$ cat config.mk
export PLATFORM = sky130hd
export DESIGN_NAME = xxh32hc_mix
export DESIGN_NICKNAME = d
export VERILOG_FILES = /design/src/hdl/xxh32hc_pkg.sv /design/src/hdl/xxh32hc_mix.sv
export SDC_FILE = /design/constraint.sdc
export NUM_CORES = 1
export LEC_CHECK = 0
export BUFFER_PORTS_ARGS = -buffer_cell sky130_fd_sc_hd__buf_2
export CORE_MARGIN = 2
export CORE_UTILIZATION = 62
export CTS_BUF_LIST = sky130_fd_sc_hd__clkbuf_16
export DETAILED_ROUTE_END_ITERATION = 10
export PLACE_DENSITY = 0.88
export SLEW_MARGIN = 10
export SYNTH_ARGS = -nofsm -noshare
export SYNTH_HDL_FRONTEND = slang
export SYNTH_SLANG_ARGS = --single-unit
export TNS_END_PERCENT = 100
$ cat constraint.sdc
create_clock -name i_clk -period 9.59 [get_ports i_clk]
set_input_delay 1.4385 -clock i_clk [delete_from_list [all_inputs] [get_ports i_clk]]
set_output_delay 1.4385 -clock i_clk [all_outputs]
set_load 0.02 [all_outputs]
$ cat src/hdl/xxh32hc_pkg.sv
// constants and types for the xxh32 short header checksum pipeline
// no dependencies; imported by every other file of the block
`timescale 1ns / 1ps

package xxh32hc_pkg;

    localparam int C_LOW_W  = 64;
    localparam int C_HIGH_W = 56;
    localparam int C_CNT_W  = 5;
    localparam int C_HASH_W = 32;
    localparam int C_CHK_W  = 8;
    localparam int C_SLOTS  = 6;

    localparam logic [31:0] C_PRIME_A = 32'h9E3779B1;
    localparam logic [31:0] C_PRIME_B = 32'h85EBCA77;
    localparam logic [31:0] C_PRIME_C = 32'hC2B2AE3D;
    localparam logic [31:0] C_PRIME_D = 32'h27D4EB2F;
    localparam logic [31:0] C_PRIME_E = 32'h165667B1;

    localparam logic [C_CNT_W-1:0] C_MIN_LEN    = 5'd2;
    localparam logic [C_CNT_W-1:0] C_STRIPE_LEN = 5'd16;

    localparam logic C_STATUS_OK  = 1'b0;
    localparam logic C_STATUS_LEN = 1'b1;

    // per-slot round kind: 0 word round, 1 byte round
    localparam logic [C_SLOTS-1:0] C_SLOT_KIND = 6'b111000;

    typedef struct packed {
        logic                             valid;
        logic                             err;
        logic [31:0]                      acc;
        logic [C_SLOTS-1:0]               act;
        logic [C_SLOTS-1:0]               kind;
        logic [C_SLOTS-1:0][31:0]         prod;
    } t_pipe;

    typedef struct packed {
        logic                valid;
        logic                status;
        logic [C_HASH_W-1:0] hash;
        logic [C_CHK_W-1:0]  check;
    } t_res;

endpackage

$ cat src/hdl/xxh32hc_mix.sv
// avalanche mix in three stages, the last of them the final result register
// depends on xxh32hc_pkg
`timescale 1ns / 1ps

module xxh32hc_mix (
    input  logic               i_clk,
    input  logic               i_rst_n,
    input  logic               i_en,
    input  xxh32hc_pkg::t_pipe i_pipe,
    output xxh32hc_pkg::t_res  o_res
);
    import xxh32hc_pkg::*;

    logic        r_v1;
    logic        r_e1;
    logic [31:0] r_h1;
    logic        r_v2;
    logic        r_e2;
    logic [31:0] r_h2;
    logic [31:0] n_h1;
    logic [31:0] n_h2;
    logic [31:0] w_h3;
    t_res        n_res;
    t_res        r_res;

    assign n_h1 = (i_pipe.acc ^ (i_pipe.acc >> 15)) * C_PRIME_B;
    assign n_h2 = (r_h1 ^ (r_h1 >> 13)) * C_PRIME_C;
    assign w_h3 = r_h2 ^ (r_h2 >> 16);

    always_comb begin
        n_res.valid = r_v2;
        if (r_e2) begin
            n_res.status = C_STATUS_LEN;
            n_res.hash   = '0;
            n_res.check  = '0;
        end else begin
            n_res.status = C_STATUS_OK;
            n_res.hash   = w_h3;
            n_res.check  = w_h3[15:8];
        end
    end

    always_ff @(posedge i_clk) begin
        if (!i_rst_n) begin
            r_v1        <= 1'b0;
            r_v2        <= 1'b0;
            r_res.valid <= 1'b0;
        end else if (i_en) begin
            r_v1  <= i_pipe.valid;
            r_e1  <= i_pipe.err;
            r_h1  <= n_h1;
            r_v2  <= r_v1;
            r_e2  <= r_e1;
            r_h2  <= n_h2;
            r_res <= n_res;
        end
    end

    assign o_res = r_res;
endmodule

Word-level counts from Yosys, hierarchy flattened
Cells that the tools add are included.
- reduce and logical (&&, ||, !) cells: 1
- muxes and demuxes: 1
- bitwise gates (word level): 3
- $mul: 2
- operators by type and width (kind ; number):
    $mux 41 ; 1
    $mul 32x31->32 const B ; 1
    $mul 32x32->32 const B ; 1
    $xor 32x16->32 ; 1
    $xor 32x17->32 ; 1
    $xor 32x19->32 ; 1
    $reduce_and 2->1 ; 1
- bits in registers: 110
- logic and storage cells: 17
- input port bits: 241

Depth between registers and ports, before layout
- depth in word-level cells: 2
- mapped depth: 28
- gate-level depth less buffers: 27

Worst setup path before layout
No wires, ideal clock.
- path kind: input to register
- start: in i_pipe[212] (netlist bit)
- end: reg r_h1[28], data pin
- data arrival time: 7.680 ns
- cell stages on the path: 21
- library setup time: 0.135 ns
- buffers on the path: 0
- path slack: 1.775 ns
- cells stage by stage: xor2_1 > xnor2_1 > ha_1 > or2_2 > fa_1 > fa_1 > inv_1 > fa_1 > fa_1 > inv_1 > fa_1 > fa_1 > fa_1 > ha_1 > a21o_1 > a221o_1 > and2_1 > nor2_1 > o31ai_1 > or4_1 > nand3_1
- cells in the longest elaborated chain, start to end: 2
- ends and longest elaborated chain (element ; line ; text):
    start: declaration ; xxh32hc_mix.sv:9 ; input xxh32hc_pkg::t_pipe i_pipe,
    $xor 32x17->32 ; xxh32hc_mix.sv:26 ; assign n_h1 = (i_pipe.acc ^ (i_pipe.acc >> 15)) * C_PRIME_B;
    $mul 32x32->32 ; xxh32hc_mix.sv:26 ;
    via n_h1[28] ; xxh32hc_mix.sv:20 ; logic [31:0] n_h1;
    end signal: assignment ; xxh32hc_mix.sv:51 ; r_h1 <= n_h1;
    end: declaration ; xxh32hc_mix.sv:16 ; logic [31:0] r_h1;
The timed path passes the listed nets, and every way through them passes these cells.
A chain may end at the register's enable or synchronous reset.

Worst setup path in the final report
- start: reg r_h1[19]
- end: reg r_h2[31], data pin
- cells in the longest elaborated chain, start to end: 2
- ends and longest elaborated chain (element ; line ; text):
    $xor 32x19->32 ; xxh32hc_mix.sv:27 ; assign n_h2 = (r_h1 ^ (r_h1 >> 13)) * C_PRIME_C;
    $mul 32x31->32 ; xxh32hc_mix.sv:27 ;
    via n_h2[31] ; xxh32hc_mix.sv:21 ; logic [31:0] n_h2;
    end signal: assignment ; xxh32hc_mix.sv:54 ; r_h2 <= n_h2;
    end: declaration ; xxh32hc_mix.sv:19 ; logic [31:0] r_h2;
The timed path passes the listed nets, and every way through them passes these cells.

==> results by group <==
Outcome
  – Outcome: finished, final reports clean

Synth
  – Post-synthesis register bit count: slightly above 100
  – Main synth FF type: edfxtp_1
  – Top cell type's share of synthesized area: between 30 and 40%
  – Most common cell in the netlist: inv_1
  – Commonest cells in the netlist: 737 x inv_1, 433 x fa_1, 388 x ha_1
  – Area leader, netlist: fa_1
  – Cells after Synth: ~2100
  – Synth unique cells: 61
  – Sequential area share after synthesis: between 10% and 20%
  – Mapped Nets: between 3000 and 4000
  – Post-Syn Area: around 0.023 sq mm
  – Syn_area_per_cell: roughly 11 sq um
  – Top post-synthesis cells by area: fa_1 38%, ha_1 21%, edfxtp_1 13%
  – Ys async rst share: 0%
  – Number of flops mapped to enable cells by yosys: slightly below 100
  – Ys Warns: 0

Drt
  – Vias: roughly 15000
  – Via density: between 5 and 6
  – Wire per inst: 19.57 um
  – Post-Route WL: approximately 53000 um
  – Post-route ant nets: 0
  – Remaining DRCs: 0
  – Pre-antenna DRT Iters: 5
  – Iteration-0 DRC Markers: 851

Critical path
  – WP data required: around 9.7 ns
  – Slowest-stage cell, CP: xnor2_1
  – CP max FO: 8
  – Crit path capture type: flop
  – CP max stage delay: between 0.7 and 0.8 ns
  – Startpoint types: flop
  – Crit path DAT: 8.48 ns
  – Crit Path Class: reg2reg

Clocking
  – CTS clk-pin slew, worst paths: around 0.080 ns
  – Post_cts resized: 0
  – CTS HTree Levels: 3
  – Clk Latency, worst-skew pair: roughly 0.35 ns
  – Post-CTS setup buffers: 0
  – Hold-fix buffers, CTS: 0
  – CTS Sinks: approximately 100
  – Number of CTS-inserted buffers: 9
  – Root cell of the clock tree: clkbuf_16
  – Longest Clk Path Bufs: 2
  – CTS tree: done

Die
  – FP Rows: 70
  – CORE AREA: around 0.036 sq mm
  – Ports: 283
  – Die area: around 0.038 sq mm
  – Initial core utilization: 62.62%
  – Die Ht: approximately 200 um
  – Die W: a little under 200 um

Finish
  – NumNets Final: 3303
  – Area of the multi-input gates: about 0.017 sq mm
  – Diode count: 0
  – Layout cells sized above 1: 5.476%
  – Final non-filler cell total: roughly 2700
  – Fill count: 2704
  – Register area: 0.003033 sq mm
  – P&R area growth vs syn: 5.846%

Timing
  – Tmin final: about 8.4 ns
  – Setup TNS: 0 ns
  – Slew HR: 23.74%
  – Worst Max-Slew Pin Slew: about 1.1 ns
  – Final hold viol count: 0
  – Slew Limit Fails: 0
  – Fmax: 119.3 MHz
  – Clk_skew: approximately 0.015 ns
  – RSZ-0062 raised after global routing: false
  – Setup Viol. Count Final: 0
  – Fin Hold WS: about 0.44 ns
  – Fin crit share: around 87%

Global routing
  – Gr usage total: 29.30%
  – Initial antenna violation count: 0
  – Vias in the first global route: about 17000
  – First-pass GRT wire length: ~85000 um
  – GRT overflow: 0
  – Largest net degree at the start of global routing: between 90 and 100

Placement
  – Dpl cells: about 2700
  – Port Buffers: a little under 80
  – Post-detail-place hpwl: 48240 um
  – Placer Congestion: between 0.9 and 1

Flow run
  – MaxCap Viol Count: 0

Hold path
  – HP Class: reg2reg
per-stage QoR:
stage / cell area, sq um / setup WS (ns) / utilization, %
2_1_floorplan: 22820 / 1.775 / -
3_3_place_gp: 23840 / 1.227 / 65.43
3_5_place_dp: 23840 / 1.103 / 65.43
4_1_cts: 24150 / 1.201 / 66.28
5_1_grt: 24150 / 0.8432 / 66.28
6_report: 24150 / 1.208 / 66.28
worst max-delay path: cells and delay by family, from the launching register on:
family / cells / cell delay, ns
simple gates: 3 / 0.56
compound gates: 6 / 1.25
fa+ha+maj: 9 / 4.10
buf+inv: 6 / 0.50
flops: 1 / 0.58
xor+xnor: 2 / 1.14
state kept, by name, indices dropped and copies added, names as in the netlist:
signal  cells
r_e1        1
r_v2        1
o_res      34
r_v1        1
r_h1       32
r_e2        1
r_h2       32
cells in the final DEF (no fill, tap or decap), types with 3 or more instances in the layout:
cell / n
o21ai_0: 17
a211oi_1: 4
a31oi_1: 4
buf_2: 78
dfxtp_1: 3
fa_1: 433
nor4_1: 3
and2_1: 3
clkbuf_16: 9
nor3_1: 7
xor2_1: 52
mux2i_1: 3
nand2_1: 18
inv_1: 737
ha_1: 388
o21bai_1: 10
nand3_1: 12
buf_4: 16
nor2_1: 56
o21ai_1: 3
nor2b_1: 22
and3_1: 3
o21a_1: 9
o211ai_1: 3
a21oi_1: 38
edfxtp_1: 99
xnor2_1: 134
nand2b_1: 8
a21o_1: 26
metal layers:
layer	track usage, %	wire, um
met1	33.31	19880
met2	52.75	27040
met3	3.679	2296
met4	17.96	3889
met5	0	0
worst paths after layout:
check	startpoint	end	slack, ns	cells after the start
setup reg to reg	r_h1[19]$_DFFE_PP_	r_h2[31]$_DFFE_PP_	1.21	26
hold reg to reg	r_e1$_DFFE_PP_	r_e2$_DFFE_PP_	0.44	0
hold / removal	r_e1$_DFFE_PP_	r_e2$_DFFE_PP_	0.44	0
setup / recovery	r_h1[19]$_DFFE_PP_	r_h2[31]$_DFFE_PP_	1.21	26
kinds of logic after synthesis:
kind of cell               after synthesis  share of synthesized area [%]
muxes                                    3                         0.1316
xor gates and xnor gates               187                          7.238
AOI/OAI and AO/OA                      143                          4.551
buffers and inverters                  749                          12.46
and+or+nand+nor                        143                          3.060
adders and majority gates              821                          59.27
DFF                                    102                          13.29
layout make-up:
type / count / area share (%)
clock buffer: 9 / 0.9325
clock inverter: 7 / 0.3575
inverter: 737 / 11.45
multi-input combinational: 1297 / 70.16
sequential: 102 / 12.56
tap: 468 / 2.425
timing repair buffer: 94 / 2.114
Power is not shown: default switching activity piles up to over one toggle a cycle in this logic, so the estimate is an artifact.
