===== config.mk =====
export PLATFORM = sky130hd
export DESIGN_NAME = xxh32hc_prep
export DESIGN_NICKNAME = d
export VERILOG_FILES = /design/src/hdl/xxh32hc_pkg.sv /design/src/hdl/xxh32hc_prep.sv
export SDC_FILE = /design/constraint.sdc
export NUM_CORES = 2
export LEC_CHECK = 0
export ABC_AREA = 1
export BUFFER_PORTS_ARGS = -buffer_cell sky130_fd_sc_hd__buf_2
export CAP_MARGIN = 40
export CELL_PAD_IN_SITES_DETAIL_PLACEMENT = 1
export CELL_PAD_IN_SITES_GLOBAL_PLACEMENT = 1
export CORE_MARGIN = 10
export CORE_UTILIZATION = 44
export CTS_CLUSTER_SIZE = 12
export DETAILED_ROUTE_END_ITERATION = 8
export PLACE_DENSITY_LB_ADDON = 0.1
export SETUP_SLACK_MARGIN = 0.3
export SLEW_MARGIN = 20
export SYNTH_ARGS = -nofsm -noshare
export SYNTH_HDL_FRONTEND = slang
export SYNTH_SLANG_ARGS = --single-unit
export TNS_END_PERCENT = 20

===== constraint.sdc =====
create_clock -name i_clk -period 5.8 [get_ports i_clk]
set_input_delay 0.87 -clock i_clk [delete_from_list [all_inputs] [get_ports i_clk]]
set_output_delay 0.87 -clock i_clk [all_outputs]
set_load 0.005 [all_outputs]

===== src/hdl/xxh32hc_pkg.sv =====
// constants and types for the xxh32 short header checksum pipeline
// no dependencies; imported by every other file of the block
`timescale 1ns / 1ps

package xxh32hc_pkg;

    localparam int C_LOW_W  = 64;
    localparam int C_HIGH_W = 56;
    localparam int C_CNT_W  = 5;
    localparam int C_HASH_W = 32;
    localparam int C_CHK_W  = 8;
    localparam int C_SLOTS  = 6;

    localparam logic [31:0] C_PRIME_A = 32'h9E3779B1;
    localparam logic [31:0] C_PRIME_B = 32'h85EBCA77;
    localparam logic [31:0] C_PRIME_C = 32'hC2B2AE3D;
    localparam logic [31:0] C_PRIME_D = 32'h27D4EB2F;
    localparam logic [31:0] C_PRIME_E = 32'h165667B1;

    localparam logic [C_CNT_W-1:0] C_MIN_LEN    = 5'd2;
    localparam logic [C_CNT_W-1:0] C_STRIPE_LEN = 5'd16;

    localparam logic C_STATUS_OK  = 1'b0;
    localparam logic C_STATUS_LEN = 1'b1;

    // per-slot round kind: 0 word round, 1 byte round
    localparam logic [C_SLOTS-1:0] C_SLOT_KIND = 6'b111000;

    typedef struct packed {
        logic                             valid;
        logic                             err;
        logic [31:0]                      acc;
        logic [C_SLOTS-1:0]               act;
        logic [C_SLOTS-1:0]               kind;
        logic [C_SLOTS-1:0][31:0]         prod;
    } t_pipe;

    typedef struct packed {
        logic                valid;
        logic                status;
        logic [C_HASH_W-1:0] hash;
        logic [C_CHK_W-1:0]  check;
    } t_res;

endpackage


===== src/hdl/xxh32hc_prep.sv =====
// entry stage: length check, accumulator seed, lane products and slot enables
// depends on xxh32hc_pkg
`timescale 1ns / 1ps

module xxh32hc_prep (
    input  logic                                 i_clk,
    input  logic                                 i_rst_n,
    input  logic                                 i_en,
    input  logic                                 i_valid,
    input  logic [xxh32hc_pkg::C_LOW_W-1:0]      i_data_low,
    input  logic [xxh32hc_pkg::C_HIGH_W-1:0]     i_data_high,
    input  logic [xxh32hc_pkg::C_CNT_W-1:0]      i_byte_count,
    input  logic [xxh32hc_pkg::C_HASH_W-1:0]     i_seed,
    output xxh32hc_pkg::t_pipe                   o_pipe
);
    import xxh32hc_pkg::*;

    logic [C_HIGH_W+C_LOW_W-1:0] w_msg;
    logic [1:0]                  w_nw;
    logic [1:0]                  w_nb;
    logic [3:0]                  w_idx [3];
    logic [7:0]                  w_byte [3];
    t_pipe                       n_pipe;
    t_pipe                       r_pipe;

    assign w_msg = {i_data_high, i_data_low};
    assign w_nw  = i_byte_count[3:2];
    assign w_nb  = i_byte_count[1:0];

    always_comb begin
        n_pipe       = '0;
        n_pipe.valid = i_valid;
        n_pipe.err   = (i_byte_count < C_MIN_LEN) || (i_byte_count >= C_STRIPE_LEN);
        n_pipe.acc   = i_seed + C_PRIME_E + {27'd0, i_byte_count};
        n_pipe.kind  = C_SLOT_KIND;
        for (int k = 0; k < 3; k++) begin
            // full words sit at fixed byte offsets 0, 4, 8
            n_pipe.prod[k] = w_msg[32*k +: 32] * C_PRIME_C;
            n_pipe.act[k]  = !n_pipe.err && (w_nw > 2'(k));
        end
        for (int m = 0; m < 3; m++) begin
            // tail bytes start right after the last full word
            w_idx[m]         = {w_nw, 2'b00} + 4'(m);
            w_byte[m]        = w_msg[{w_idx[m], 3'b000} +: 8];
            n_pipe.prod[3+m] = {24'd0, w_byte[m]} * C_PRIME_E;
            n_pipe.act[3+m]  = !n_pipe.err && (w_nb > 2'(m));
        end
    end

    always_ff @(posedge i_clk) begin
        if (!i_rst_n) begin
            r_pipe.valid <= 1'b0;
        end else if (i_en) begin
            r_pipe <= n_pipe;
        end
    end

    assign o_pipe = r_pipe;
endmodule


-- After elaboration in Yosys (flattened, before gate mapping)
Cells that the tools add are included.
- bits of input ports: 161
- logic and storage cells: 40
- register bits after elaboration: 232
- output and inout port bits: 238
- reduce and logical (&&, ||, !) cells: 9
- shifts and indexed selects: 3
- add/sub/neg operators: 4
- multipliers: 6
- magnitude comparators: 8
- operator list (kind ; number):
    $shiftx 120x8->8 ; 3
    $mul 32x31->32 const B ; 3
    $mul 8x29->32 const B ; 3
    $add 32x29->32 const B ; 1
    $add 32x5->32 ; 1
    $gt 2x1->1 const B ; 4
    $logic_and 1x1->1 ; 6
    $ge 5x5->1 const B ; 1
    $lt 5x2->1 const B ; 1
    $add 4x1->4 const B ; 1
    $add 4x2->4 const B ; 1
    $gt 2x2->1 const B ; 2
    $reduce_and 2->1 ; 1
    $logic_not 1->1 ; 1
    $logic_or 1x1->1 ; 1

-- Logic depth before layout (Yosys ltp)
- depth in word-level cells: 4
- depth in mapped cells: 30
- mapped depth without buffers: 30

-- Worst setup path after synthesis
Ideal clock, no wire load.
- path type: input to register
- start: input port i_data_low[18] (netlist name)
- end: register r_pipe, in the netlist o_pipe[31], data pin
- setup time: 0.252 ns
- data required time: 5.548 ns
- stages: 23
- slack: -0.496 ns
- path buffers: 0
- arrival: 6.044 ns
- path through: ha_1 fa_1 inv_1 fa_1 inv_1 fa_1 inv_1 fa_1 fa_1 inv_1 fa_1 inv_1 fa_1 inv_1 ha_1 inv_1 nor3_1 nand2_1 or2_2 nand3_1 inv_1 nand3_1 nand2_1
- RTL lines (what ; RTL line ; text):
    start, declared ; xxh32hc_prep.sv:10 ; input logic [xxh32hc_pkg::C_LOW_W-1:0] i_data_low,
    end signal, assigned ; xxh32hc_prep.sv:54 ; r_pipe <= n_pipe;
    end, declared ; xxh32hc_prep.sv:24 ; t_pipe r_pipe;

==> impl.org <==
** Outcome
- Status :: finished with violations
- Failing checks :: negative setup slack

** Layout
- The layout has 12845 filler cells.
- Syn-to-layout area delta :: 31.9%
- Sequential cell area :: 6960 µm²
- Post-layout nets :: 8580
- Final Core Density :: 58.5%
- Layout cell share with drive strength beyond 1 :: 29.1%
- The register with the most flip-flops in the layout has 232 of them.
- Multi-input gate area in the final layout :: 38300 µm²
- Once layout is done, the placed cells without fillers occupy 65000 µm².

** STA
- Setup total negative slack on the finished layout was measured at -0.0571 ns.
- On the final layout, the worst clock skew is 0 ns.
- The final critical path takes up 101% of the cycle.
- Peak Freq :: 171 MHz
- Pin slew with the least headroom to its limit :: 0.829 ns
- Setup-failing EPs final :: 2
- Unrepaired setup endpoints after global routing :: yes
- The final-report hold violation count came to 0.
- Min Clock Period, post-route :: 5.86 ns
- In this run the tightest slew margin relative to its limit is 44.7%.
- The number of pins exceeding their max-slew limit in the final report is 0.
- Across all setup checks in the final design, the least slack found is -0.0551 ns.

** Synth
- In this run, synthesis produced a sequential element count of 232.
- Cell taking the most area after synthesis :: sky130_fd_sc_hd__fa_1
- Top-count cell post-synth :: sky130_fd_sc_hd__inv_1
- In the post-synthesis netlist, the biggest area contributors are sky130_fd_sc_hd__fa_1 (32%), sky130_fd_sc_hd__ha_1 (22%), sky130_fd_sc_hd__inv_1 (14%).
- In the synthesized netlist the dominant register cell turns out to be sky130_fd_sc_hd__edfxtp_1.
- Fraction of synthesis flops using an asynchronous set or reset pin :: 0%
- The synthesized netlist occupies a cell area of 49200 µm².
- EDFF count, synth :: 231
- Most frequent cells after synthesis :: sky130_fd_sc_hd__inv_1 (1858), sky130_fd_sc_hd__ha_1 (857), sky130_fd_sc_hd__fa_1 (789)
- The top cell type by area accounts for 32.1% of the synthesized area.
- Of the synthesized area, sequential elements account for 14.1%.
- Yosys printed 0 warnings.
- The synthesized netlist contains 53 unique library cells.
- Cell count after synthesis :: 5397
- Avg Synthesized Cell Area :: 9.12 µm²

** Placement
- # port buffers :: 392
- Post-detailed-placement cell area :: 61400 µm²
- Routability-driven placement finished with a final weighted congestion of 0.938.
- The wire-length estimate of the detail-placed layout is 157000 µm.

** Routing
- For this block, the routed nets add up to 176000 µm of wire.
- For this run, the detailed router's first-pass iteration total came to 5.
- Once detail routing completed, the nets flagged for antenna violations numbered 0.
- Remaining design rule violation count :: 0
- The routed layout has 40660 vias.
- Using the TritonRoute via totals, the vias-per-cell ratio works out to 4.91.
- After detailed routing, the average wire length per cell comes to 21.3 µm.
- The first routing iteration left 1655 violations.

** Global routing
- Initial antenna violation count :: 23
- Wire length of the first global-routing pass :: 266000 µm
- The number of global-route vias before repair came to 46566.
- For this run the aggregate overflow at the end of global routing stands at 0.
- Total routing usage reported by global routing :: 27.6%
- Pin count of the biggest net entering global routing :: 127

** Setup path
- Data required time of the worst path :: 6.21 ns
- The most critical setup path has its endpoint at o_pipe[31].
- The critical path is of the primary input to flip-flop type.
- Start of the worst register-to-register path :: o_pipe[237]
- The signal on the critical path passes through buf_6 -> ha_4 -> inv_2 -> fa_2 -> fa_2 -> fa_1 -> fa_1 -> inv_1 -> fa_2 -> fa_1 -> inv_1 -> fa_1 -> inv_2 -> ha_4 -> nand2_2 -> nor2_2 -> nand2_2 -> nor4_4 -> nand2_1 -> nand3_2 -> inv_2 -> nand3_2 -> nand2_1.
- Tracing the worst setup path back leads to its startpoint at i_data_low[13].
- For the worst flop-to-flop path, the logic depth is 2.
- The worst setup path is launched from a primary input.
- Setup slack on the worst reg-to-reg path comes out at 5.16 ns.
- Crit Reg-Reg Endpoint :: o_pipe[237]
- For this run, the slowest stage of the critical path takes 0.57 ns.
- At the worst endpoint, the arrival time is 6.26 ns.
- The most numerous cell type found on the critical path is sky130_fd_sc_hd__fa_1.
- STA classifies the critical path endpoint as a flip-flop.
- Slowest-stage cell, CP :: sky130_fd_sc_hd__fa_2
- In this run the worst path has a maximum fanout of 6.

** CTS
- Maximum clock path buffer count :: 3
- Deepest level of the CTS H-tree :: 1
- CTS tree :: yes
- Clock-pin slew was measured on the worst setup and hold paths at 0.06 ns.
- Worst skew pair latency :: 0.65 ns
- TritonCTS buffer count :: 30
- Counting every sink on the clock net gives 232.
- CTS placed an instance of sky130_fd_sc_hd__clkbuf_16 at the clock tree root.

** Job
- Max-cap viol count :: 0

** Min path
- Worst hold path class :: primary input to flip-flop
- The worst hold path begins at i_en.

** Floorplanning
- From left edge to right edge, the die measures 355 µm.
- I/O pin count :: 399
- For this configuration, the core starts out at a cell density of 44.4%.
- The die covers 126000 µm².
- Rows :: 122
- Die Y :: 355 µm
- Area of the placeable core :: 111000 µm²
## routing by layer
metal | up-vias | track usage [%] | share of wire (%)
met5 | - | 0 | 0.10
met4 | 28 | 10.5 | 4.5
met3 | 298 | 5.85 | 5.8
met2 | 876 | 48.6 | 49
met1 | 20379 | 32.8 | 40
li1 | 19079 | - | -
## stage by stage
stage | hold WS (ns) | cells | setup WS (ns)
floorplan | 0.525 | 5401 | -0.159
global placement | 0.514 | 8185 | -0.897
detailed placement | 0.552 | 8185 | -0.955
CTS | 0.399 | 8255 | -0.00878
global route | 0.418 | 8285 | -0.201
finish | 0.422 | 8289 | -0.0551
## area by class of cell
cell class                 count  area share, %
multi-input combinational   3291           59.0
timing repair buffer        1357           15.0
inverter                    1861           10.8
sequential                   232           10.7
tap                         1488           2.87
clock buffer                  36           1.19
clock inverter                17          0.370
antenna                        7         0.0270
## worst max-delay path: cells and delay by family
| family | cells | cell delay (ns) |
|---|---|---|
| and+or+nand+nor | 8 | 0.90 |
| adders and majority gates | 9 | 4.08 |
| buffers and inverters | 6 | 0.41 |
## worst min path at each step
stage | to | slack (ns) | cells past startpoint
floorplan | o_pipe[237] | 0.52 | 2
global placement | o_pipe[237] | 0.51 | 2
CTS | o_pipe[237] | 0.40 | 2
detailed placement | o_pipe[237] | 0.55 | 2
finish | o_pipe[237] | 0.42 | 2
global route | o_pipe[237] | 0.42 | 2
## cell usage in the layout, fill, tap and decap left out, types with 23 or more instances in the layout
cell type / netlist / final
sky130_fd_sc_hd__a21oi_1: 197 / 138
sky130_fd_sc_hd__a21oi_2: 4 / 42
sky130_fd_sc_hd__a31oi_1: 32 / 24
sky130_fd_sc_hd__buf_2: 5 / 334
sky130_fd_sc_hd__buf_4: 6 / 946
sky130_fd_sc_hd__buf_6: 0 / 58
sky130_fd_sc_hd__clkbuf_16: 0 / 30
sky130_fd_sc_hd__edfxtp_1: 231 / 231
sky130_fd_sc_hd__fa_1: 789 / 733
sky130_fd_sc_hd__fa_2: 0 / 56
sky130_fd_sc_hd__ha_1: 857 / 717
sky130_fd_sc_hd__ha_4: 0 / 133
sky130_fd_sc_hd__inv_1: 1858 / 1729
sky130_fd_sc_hd__inv_2: 3 / 120
sky130_fd_sc_hd__nand2_1: 571 / 522
sky130_fd_sc_hd__nand2_2: 2 / 36
sky130_fd_sc_hd__nand3_1: 113 / 89
sky130_fd_sc_hd__nand3_2: 2 / 23
sky130_fd_sc_hd__nand4_1: 31 / 31
sky130_fd_sc_hd__nor2_1: 157 / 131
sky130_fd_sc_hd__nor3_1: 32 / 23
sky130_fd_sc_hd__o21ai_0: 92 / 65
sky130_fd_sc_hd__o22ai_1: 23 / 23
sky130_fd_sc_hd__xnor2_1: 81 / 81
sky130_fd_sc_hd__xor2_1: 150 / 147
## timing repair
action | in CTS | in global routing
buffers inserted | 17 | 27
pin swaps | 180 | 192
hold buffers | 0 | 0
endpoints found under the setup margin | 73 | 94
resized for setup | 340 | 206
## logic make-up (layout without fill, tap and decap cells)
family                   after synthesis  after routing  synth area share (%)
buffers and inverters               1878           3271                  14.4
flip-flops                           232            232                  14.1
AND/OR/NAND/NOR                      952            952                  8.14
XOR/XNOR                             231            231                  4.11
adder cells (fa/ha/maj)             1646           1646                  53.8
AO/OA/AOI/OAI                        456            456                  5.39
other                                  2             13                0.0152
Power is left out: the tool's default activity adds up to more than one toggle a clock period on the data nets, which glitch-free logic cannot reach.
