===== config.mk =====
export PLATFORM = sky130hd
export DESIGN_NAME = xxh32hc_round
export DESIGN_NICKNAME = d
export VERILOG_FILES = /design/src/hdl/xxh32hc_pkg.sv /design/src/hdl/xxh32hc_round.sv
export SDC_FILE = /design/constraint.sdc
export NUM_CORES = 1
export LEC_CHECK = 0
export BUFFER_PORTS_ARGS = -buffer_cell sky130_fd_sc_hd__buf_2
export CAP_MARGIN = 20
export CORE_AREA = 2 2 272 274
export CTS_CLUSTER_DIAMETER = 150
export DETAILED_ROUTE_END_ITERATION = 8
export DIE_AREA = 0 0 274 276
export SYNTH_ARGS = -nofsm -noshare
export SYNTH_HDL_FRONTEND = slang
export SYNTH_SLANG_ARGS = --single-unit

===== constraint.sdc =====
create_clock -name i_clk -period 14.2 [get_ports i_clk]
set_input_delay 0 -clock i_clk [delete_from_list [all_inputs] [get_ports i_clk]]
set_output_delay 0 -clock i_clk [all_outputs]
set_load 0.1 [all_outputs]

===== src/hdl/xxh32hc_pkg.sv =====
// constants and types for the xxh32 short header checksum pipeline
// no dependencies; imported by every other file of the block
`timescale 1ns / 1ps

package xxh32hc_pkg;

    localparam int C_LOW_W  = 64;
    localparam int C_HIGH_W = 56;
    localparam int C_CNT_W  = 5;
    localparam int C_HASH_W = 32;
    localparam int C_CHK_W  = 8;
    localparam int C_SLOTS  = 6;

    localparam logic [31:0] C_PRIME_A = 32'h9E3779B1;
    localparam logic [31:0] C_PRIME_B = 32'h85EBCA77;
    localparam logic [31:0] C_PRIME_C = 32'hC2B2AE3D;
    localparam logic [31:0] C_PRIME_D = 32'h27D4EB2F;
    localparam logic [31:0] C_PRIME_E = 32'h165667B1;

    localparam logic [C_CNT_W-1:0] C_MIN_LEN    = 5'd2;
    localparam logic [C_CNT_W-1:0] C_STRIPE_LEN = 5'd16;

    localparam logic C_STATUS_OK  = 1'b0;
    localparam logic C_STATUS_LEN = 1'b1;

    // per-slot round kind: 0 word round, 1 byte round
    localparam logic [C_SLOTS-1:0] C_SLOT_KIND = 6'b111000;

    typedef struct packed {
        logic                             valid;
        logic                             err;
        logic [31:0]                      acc;
        logic [C_SLOTS-1:0]               act;
        logic [C_SLOTS-1:0]               kind;
        logic [C_SLOTS-1:0][31:0]         prod;
    } t_pipe;

    typedef struct packed {
        logic                valid;
        logic                status;
        logic [C_HASH_W-1:0] hash;
        logic [C_CHK_W-1:0]  check;
    } t_res;

endpackage


===== src/hdl/xxh32hc_round.sv =====
// one round slot: accumulate then rotate and multiply, two register stages
// depends on xxh32hc_pkg
`timescale 1ns / 1ps

module xxh32hc_round (
    input  logic               i_clk,
    input  logic               i_rst_n,
    input  logic               i_en,
    input  xxh32hc_pkg::t_pipe i_pipe,
    output xxh32hc_pkg::t_pipe o_pipe
);
    import xxh32hc_pkg::*;

    t_pipe       n_add;
    t_pipe       r_add;
    t_pipe       n_mul;
    t_pipe       r_mul;
    logic [31:0] w_rot;
    logic [31:0] w_k;

    always_comb begin
        n_add = i_pipe;
        if (i_pipe.act[0]) begin
            n_add.acc = i_pipe.acc + i_pipe.prod[0];
        end
    end

    always_comb begin
        // byte rounds rotate by 11, word rounds by 17
        if (r_add.kind[0]) begin
            w_rot = {r_add.acc[20:0], r_add.acc[31:21]};
            w_k   = C_PRIME_A;
        end else begin
            w_rot = {r_add.acc[14:0], r_add.acc[31:15]};
            w_k   = C_PRIME_D;
        end
        n_mul      = r_add;
        n_mul.act  = {1'b0, r_add.act[C_SLOTS-1:1]};
        n_mul.kind = {1'b0, r_add.kind[C_SLOTS-1:1]};
        n_mul.prod = {32'd0, r_add.prod[C_SLOTS-1:1]};
        if (r_add.act[0]) begin
            n_mul.acc = w_rot * w_k;
        end
    end

    always_ff @(posedge i_clk) begin
        if (!i_rst_n) begin
            r_add.valid <= 1'b0;
            r_mul.valid <= 1'b0;
        end else if (i_en) begin
            r_add <= n_add;
            r_mul <= n_mul;
        end
    end

    assign o_pipe = r_mul;
endmodule


# After elaboration in Yosys (flattened, before gate mapping)
# Index checks and enable logic that the tools add are counted.
op_classes:
  add_sub_neg: 1
  multipliers: 1
  muxes: 4
  reduce_logical: 1
ops:
  columns: ["operator", "n"]
  rows:
  - ["$mux W32", 4]
  - ["$add A32 B32 Y32", 1]
  - ["$mul A32 B32 Y32", 1]
  - ["$reduce_and A2 Y1", 1]
totals:
  register_bits: 410
  inputBits: 241
  out_inout_bits: 238
  wordCells: 27

# Depth between registers and ports, before layout
# Gate-level depths: netlist of the first run.
logic_depth:
  ltp_word: 3
  mapped_depth: 32
  depth_no_buf: 28

# Worst setup path after synthesis of the first run
# Ideal clock, no wire load.
synth_timing:
  path_type: "input to register"
  start: "in i_en"
  end: "reg r_add, in the netlist n_mul[0], enable pin"
  arrival_time_ns: 9.173
  required_ns: 13.378
  setup_slack_ns: 4.205
  path_stages: 1
  path_buffers: 0
  path_cell_list: "and2_1"
synth_between:
  elab_chain_cells: 1
synth_lines:
  columns: ["item", "line_no", "rtl"]
  rows:
  - ["from (decl)", "xxh32hc_round.sv:8", "input logic i_en,"]
  - ["$reduce_and A2 Y1 (no line)", null, null]
  - ["to (signal assigned)", "xxh32hc_round.sv:51", "r_add <= n_add;"]
  - ["to (decl)", "xxh32hc_round.sv:15", "t_pipe r_add;"]
# No other way between the ends.
# A chain may end at the register's enable or synchronous reset.

==> flow_summary.yaml, run 1 <==
outcome:
  result_of_the_run: "complete, no violations"
global_routing:
  gr-usage-all-layers: 0.229
  grt_pass1_wl_um: 127000
  overflow: 0
  grt_antenna_before_repair: 10
  first_global_vias: 19401
  grt_max_degree: 181
floorplanning:
  core.rowCount: 99
  die_width_um: 274
  die-area_um2: 75600
  io-pin-count: 479
  coreArea_um2: 72600
  floorplan.initialDensity: 0.376
  chipHeight_um: 276
clock_tree:
  insertion_delay_of_the_later_clocked_pin_in_the_worst_skew_pair_ns: 0.58
  cts_tree: "done"
  master_cell_of_the_clock_root_buffer: "sky130_fd_sc_hd__clkbuf_16"
  tritoncts.num_buffers: 42
  clk_transition_reported_paths_ns: 0.05
  cts_buffer_depth: 3
  h-tree-depth: 2
  post-cts-setup-buffer-count: 0
  tritoncts_num_sinks: 410
sta:
  clock_skew_ns: 0.0247
  grt_setup_unrepaired: "false"
  maxSlewHeadroom: 0.292
  fin_crit_ns: 8.38
  drv_slew: 0
  timing.final.crit_share: 0.590
  max_frequency_ghz: 0.119
  finalHoldViolations: 0
  totalNegativeSetupSlack_ns: 0
  setup-violations-final: 0
  tightest_slew_ns: 1.06
route:
  drcViolationCount: 0
  drt_iter0_markers: 1261
  firstDrtPassIters: 5
  route.antenna.remaining_nets: 0
  vias: 17869
  detail_route.wirelength_um: 85600
  routed_via_count_divided_by_cell_count: 4.81
  drt-wirelength-per-cell_um: 23.0
setup_path:
  r2r_cells: 26
  regToRegStartpoint: "r_add[192]"
  cp.required_ns: 14.50
  crit_path_end_kind: "flop"
  startpoint_type: "flop"
  timing.critical_path.arrival_ns: 8.68
  r2r_end: "o_pipe[234]"
  timing.setup.critical_path_class: "reg2reg"
  setup.reg_to_reg.worst_slack_ns: 5.82
  cp_max_fo: 79
layout:
  fin_nets: 3509
  flow.area_growth_from_synthesis_pct: 24.0
  num-fill-cells: 6580
  drive_gt1_frac: 0.205
synth:
  synth_top_cells_by_area: "sky130_fd_sc_hd__edfxtp_1 (45%), sky130_fd_sc_hd__fa_1 (22%), sky130_fd_sc_hd__ha_1 (12%)"
  synth_area_leader_cell: "sky130_fd_sc_hd__edfxtp_1"
  synthDistinctLibCells: 56
  synth-seq-area-share: 0.450
  synth-edff-count: 408
  avg_cell_area_syn_um2: 13.2
  synth-main-ff-cell: "sky130_fd_sc_hd__edfxtp_1"
  post_synth_instance_area_um2: 27300
  yosysWarningCount: 0
  synth_top_area_frac: 0.448
  synth_seq_cells: 410
  netlist_instances: 2066
  synth_commonest_cells: "sky130_fd_sc_hd__edfxtp_1 (408), sky130_fd_sc_hd__inv_1 (408), sky130_fd_sc_hd__fa_1 (295), sky130_fd_sc_hd__ha_1 (253), sky130_fd_sc_hd__nand2_1 (103)"
  async_reset_ff_frac: 0
hold_path:
  worst_min_path_start: "i_pipe[28]"
  hold_path_end: "r_add[233]"
  timing.hold.worst.class: "in2reg"
  whs_path_depth: 4
place:
  dp_hpwl_um: 69400
  port_buffers: 444
  routability_congestion: 0.953
run:
  drv.max_cap_violation_count: 0
## cells in the final DEF (no fill, tap or decap), types with 7 or more instances in the layout
master                          count
sky130_fd_sc_hd__a211oi_1           9
sky130_fd_sc_hd__a21o_1            23
sky130_fd_sc_hd__a21oi_1           68
sky130_fd_sc_hd__a31oi_1            8
sky130_fd_sc_hd__and3_1            10
sky130_fd_sc_hd__buf_2            444
sky130_fd_sc_hd__buf_4              7
sky130_fd_sc_hd__clkbuf_1          13
sky130_fd_sc_hd__clkbuf_16         42
sky130_fd_sc_hd__clkinv_1           9
sky130_fd_sc_hd__conb_1            34
sky130_fd_sc_hd__dlygate4sd3_1    212
sky130_fd_sc_hd__edfxtp_1         408
sky130_fd_sc_hd__fa_1             295
sky130_fd_sc_hd__ha_1             253
sky130_fd_sc_hd__inv_1            408
sky130_fd_sc_hd__mux2_2            45
sky130_fd_sc_hd__nand2_1          103
sky130_fd_sc_hd__nand2b_1          28
sky130_fd_sc_hd__nand3_1           14
sky130_fd_sc_hd__nand4_1            9
sky130_fd_sc_hd__nor2_1            61
sky130_fd_sc_hd__nor2b_1           17
sky130_fd_sc_hd__nor3_1            10
sky130_fd_sc_hd__o211ai_1           9
sky130_fd_sc_hd__o21a_1             8
sky130_fd_sc_hd__o21ai_0           24
sky130_fd_sc_hd__xnor2_1           77
sky130_fd_sc_hd__xor2_1            27
## cell families (layout without fill, tap and decap cells)
group                    after synthesis  after routing  synth area share
other                                  1             38          0.000137
flip-flops                           410            410             0.450
adder cells (fa/ha/maj)              548            548             0.332
AND/OR/NAND/NOR                      278            278            0.0485
AO/OA/AOI/OAI                        181            181            0.0428
XOR/XNOR                             105            105            0.0342
multiplexers                          48             48            0.0196
buffers and inverters                495           1148            0.0727
## worst max-delay path by stage
stage,startpoint,to,slack [ns],cells past startpoint
final,r_add[192],o_pipe[234],5.82,26
after global routing,r_add[192],o_pipe[233],5.41,23
after CTS,r_add[192],o_pipe[232],5.87,24
after detailed placement,r_add[192],o_pipe[232],5.89,24
after global placement,r_add[192],o_pipe[233],5.96,24
after floorplan,i_en,n_mul[0],4.20,1
## area by class of cell
type	instances	area [um^2]	share of cell area
antenna	4	10.0	0.000296
clock buffer	55	1100	0.0325
clock inverter	21	154	0.00454
inverter	408	1530	0.0452
multi-input combinational	1194	13200	0.389
sequential	410	12300	0.363
tap	959	1200	0.0354
timing repair buffer	664	4420	0.130
## flip-flops by register name, indices dropped and copies added (netlist names)
register and flops:
n_mul 172, o_pipe 204, r_add 34
## per-layer routing
| layer | part of all wire | track usage | up-vias |
|---|---|---|---|
| met1 | 0.42 | 0.302 | 9064 |
| met4 | 0.029 | 0.0648 | 10 |
| met3 | 0.066 | 0.0473 | 99 |
| li1 | - | - | 8083 |
| met2 | 0.49 | 0.382 | 613 |
| met5 | 0.00077 | 0 | - |
## worst max-delay path, stage by stage, from the launching register on
cell                        delay, ns
sky130_fd_sc_hd__edfxtp_1        0.32
sky130_fd_sc_hd__buf_4           0.56
sky130_fd_sc_hd__nand2b_1        0.35
sky130_fd_sc_hd__inv_1           0.13
sky130_fd_sc_hd__nor2_1          0.28
sky130_fd_sc_hd__inv_1           0.25
sky130_fd_sc_hd__ha_1            0.28
sky130_fd_sc_hd__fa_1            0.40
sky130_fd_sc_hd__fa_1            0.57
sky130_fd_sc_hd__inv_1           0.06
sky130_fd_sc_hd__fa_1            0.48
sky130_fd_sc_hd__inv_1           0.05
sky130_fd_sc_hd__fa_1            0.50
sky130_fd_sc_hd__inv_1           0.06
sky130_fd_sc_hd__fa_1            0.53
sky130_fd_sc_hd__inv_1           0.05
sky130_fd_sc_hd__fa_1            0.39
sky130_fd_sc_hd__fa_1            0.48
sky130_fd_sc_hd__ha_1            0.36
sky130_fd_sc_hd__a21o_1          0.20
sky130_fd_sc_hd__a21oi_1         0.23
sky130_fd_sc_hd__o21bai_1        0.10
sky130_fd_sc_hd__a2111oi_0       0.43
sky130_fd_sc_hd__o221ai_1        0.34
sky130_fd_sc_hd__a211oi_1        0.38
sky130_fd_sc_hd__nor4_1          0.08
sky130_fd_sc_hd__nand4b_1        0.17
## per-stage QoR
stage | area (um^2) | hold WS [ns] | cells | setup slack (ns) | utilization
floorplan | 27400 | 0.0989 | 2099 | 4.20 | -
global placement | 30500 | 0.176 | 3423 | 5.96 | 0.420
detailed placement | 30500 | 0.178 | 3423 | 5.89 | 0.420
CTS | 33900 | 0.0242 | 3711 | 5.87 | 0.466
global route | 33900 | 0.0787 | 3712 | 5.41 | 0.466
finish | 33900 | 0.0609 | 3715 | 5.82 | 0.467
## what timing repair did
action                     in CTS  in global routing
setup endpoints to repair       0                  0
hold endpoints to repair      234                  0
hold buffers                  212                  0
gates resized for setup         0                  0
Power of run 1 is left out: the tool's default activity adds up to more than one toggle a clock period on the data nets, which glitch-free logic cannot reach.
==> run 2, diff against run 1 <==
- clock period: 14.2 -> 7.1 ns (I/O delays scaled with it)
==> flow_summary.yaml, run 2 (same netlist as run 1, synthesis figures left out) <==
outcome:
  result_of_the_run: "finished, violations left"
  failed_checks: "negative setup slack"
sta:
  max_frequency_ghz: 0.140
  tightest_slew_ns: 0.958
  setup-violations-final: 3
  maxSlewHeadroom: 0.361
  drv_slew: 0
  totalNegativeSetupSlack_ns: -0.130
  timing.final.ws_setup_ns: -0.0573
  timing.final.crit_share: 1.01
  clock_skew_ns: 0.0253
  fin_crit_ns: 7.16
  grt_setup_unrepaired: "true"
  finalHoldViolations: 0
setup_path:
  cp_slowest_cell: "sky130_fd_sc_hd__fa_1"
  cp.required_ns: 7.41
  cp_max_fo: 7
  worst_path_most_repeated_cell: "sky130_fd_sc_hd__fa_1"
  startpoint_type: "flop"
  timing.critical_path.arrival_ns: 7.47
  timing.setup.critical_path_class: "reg2reg"
  critPathTopFamily: "adder cells"
  setup.reg_to_reg.worst_slack_ns: -0.06
  worst_path_largest_cell_delay_ns: 0.53
  critPathBufInv: 9
  crit_path_end_kind: "flop"
place:
  dpl-instance-area_um2: 32500
  dp_hpwl_um: 74200
  routability_congestion: 0.967
  port_buffers: 444
hold_path:
  timing.hold.worst.class: "in2reg"
global_routing:
  first_global_vias: 20743
  overflow: 0
  grt_antenna_before_repair: 5
  gr-usage-all-layers: 0.242
  grt_max_degree: 165
  grt_pass1_wl_um: 135000
clock_tree:
  clk_transition_reported_paths_ns: 0.07
  h-tree-depth: 2
  cts_tree: "done"
  tritoncts.num_buffers: 38
  master_cell_of_the_clock_root_buffer: "sky130_fd_sc_hd__clkbuf_16"
  insertion_delay_of_the_later_clocked_pin_in_the_worst_skew_pair_ns: 0.56
  cts_buffer_depth: 3
  tritoncts_num_sinks: 410
layout:
  layout.cell_area.non_filler_um2: 36900
  mostFrequentLayoutCell: "sky130_fd_sc_hd__buf_2"
  num-fill-cells: 6310
  largest_register_ff_count: 204
  flow.area_growth_from_synthesis_pct: 35.1
  drive_gt1_frac: 0.333
  fin_nets: 3765
  most_frequent_cells_in_the_layout: "sky130_fd_sc_hd__buf_2 (444), sky130_fd_sc_hd__edfxtp_1 (408), sky130_fd_sc_hd__inv_1 (370), sky130_fd_sc_hd__fa_1 (264), sky130_fd_sc_hd__buf_4 (251)"
route:
  vias: 19025
  route.antenna.remaining_nets: 0
  routed_via_count_divided_by_cell_count: 4.80
  detail_route.wirelength_um: 90900
  drcViolationCount: 0
  drt-wirelength-per-cell_um: 22.9
  drt_iter0_markers: 1298
  firstDrtPassIters: 5
floorplanning:
  coreArea_um2: 72600
  io-pin-count: 479
  floorplan.initialDensity: 0.376
  die-area_um2: 75600
  core.rowCount: 99
  chipHeight_um: 276
  die_width_um: 274
run:
  drv.max_cap_violation_count: 0
run 2: cell count changes in the layout (fill, tap and decap cells not counted), moves of 12 or more:
cell	previous run	this run
sky130_fd_sc_hd__nand2b_1	28	16
sky130_fd_sc_hd__ha_4	0	19
sky130_fd_sc_hd__nor2_1	61	47
sky130_fd_sc_hd__nand2_1	103	81
sky130_fd_sc_hd__ha_1	253	232
sky130_fd_sc_hd__inv_2	0	32
sky130_fd_sc_hd__buf_4	7	251
sky130_fd_sc_hd__fa_2	0	31
sky130_fd_sc_hd__a21oi_1	68	53
sky130_fd_sc_hd__fa_1	295	264
sky130_fd_sc_hd__inv_1	408	370
run 2: final timing paths:
path,cells after the start,end,startpoint
setup / recovery,29,o_pipe[233],r_add[192]
hold / removal,4,r_add[228],i_pipe[23]
hold reg to reg,0,o_pipe[51],n_mul[51]
setup reg to reg,29,o_pipe[233],r_add[192]
run 2: cell type report:
cell class / count / area [um^2] / share of cell area
Timing Repair Buffer: 924 / 6580 / 0.178
Sequential cell: 410 / 12300 / 0.333
Multi-Input combinational cell: 1194 / 14000 / 0.380
Inverter: 408 / 1550 / 0.0419
Tap cell: 959 / 1200 / 0.0325
Clock buffer: 49 / 1000 / 0.0272
Clock inverter: 20 / 270 / 0.00732
Antenna cell: 2 / 5.00 / 0.000136
run 2: worst min-delay path, delay by kind of cell:
| family | cells | cell delay (ns) |
|---|---|---|
| AOI/OAI and AO/OA | 2 | 0.20 |
| adders and majority gates | 1 | 0.22 |
| buffers and inverters | 1 | 0.08 |
run 2: metrics by stage:
stage	hold slack [ns]	utilization	setup slack (ns)	std cells
floorplan	0.0989	-	-0.00110	2099
global placement	0.176	0.447	-0.217	3657
detailed placement	0.178	0.447	-0.261	3657
CTS	0.0358	0.497	-0.0931	3946
global route	0.0703	0.508	-0.249	3964
finish	0.0645	0.508	-0.0573	3966
run 2: layer usage:
layer / global-route usage / part of all wire
met5: 0 / 0.00044
met4: 0.0794 / 0.040
met3: 0.0526 / 0.072
met2: 0.401 / 0.48
met1: 0.315 / 0.41
run 2: what timing repair did:
item	4_1_cts	5_1_grt
hold buffers	209	0
resized for setup	42	141
cloned	1	3
pin swaps	25	83
setup endpoints to repair	9	13
hold endpoints to repair	206	0
setup buffers	10	17
Power of run 2 is left out for the same reason.
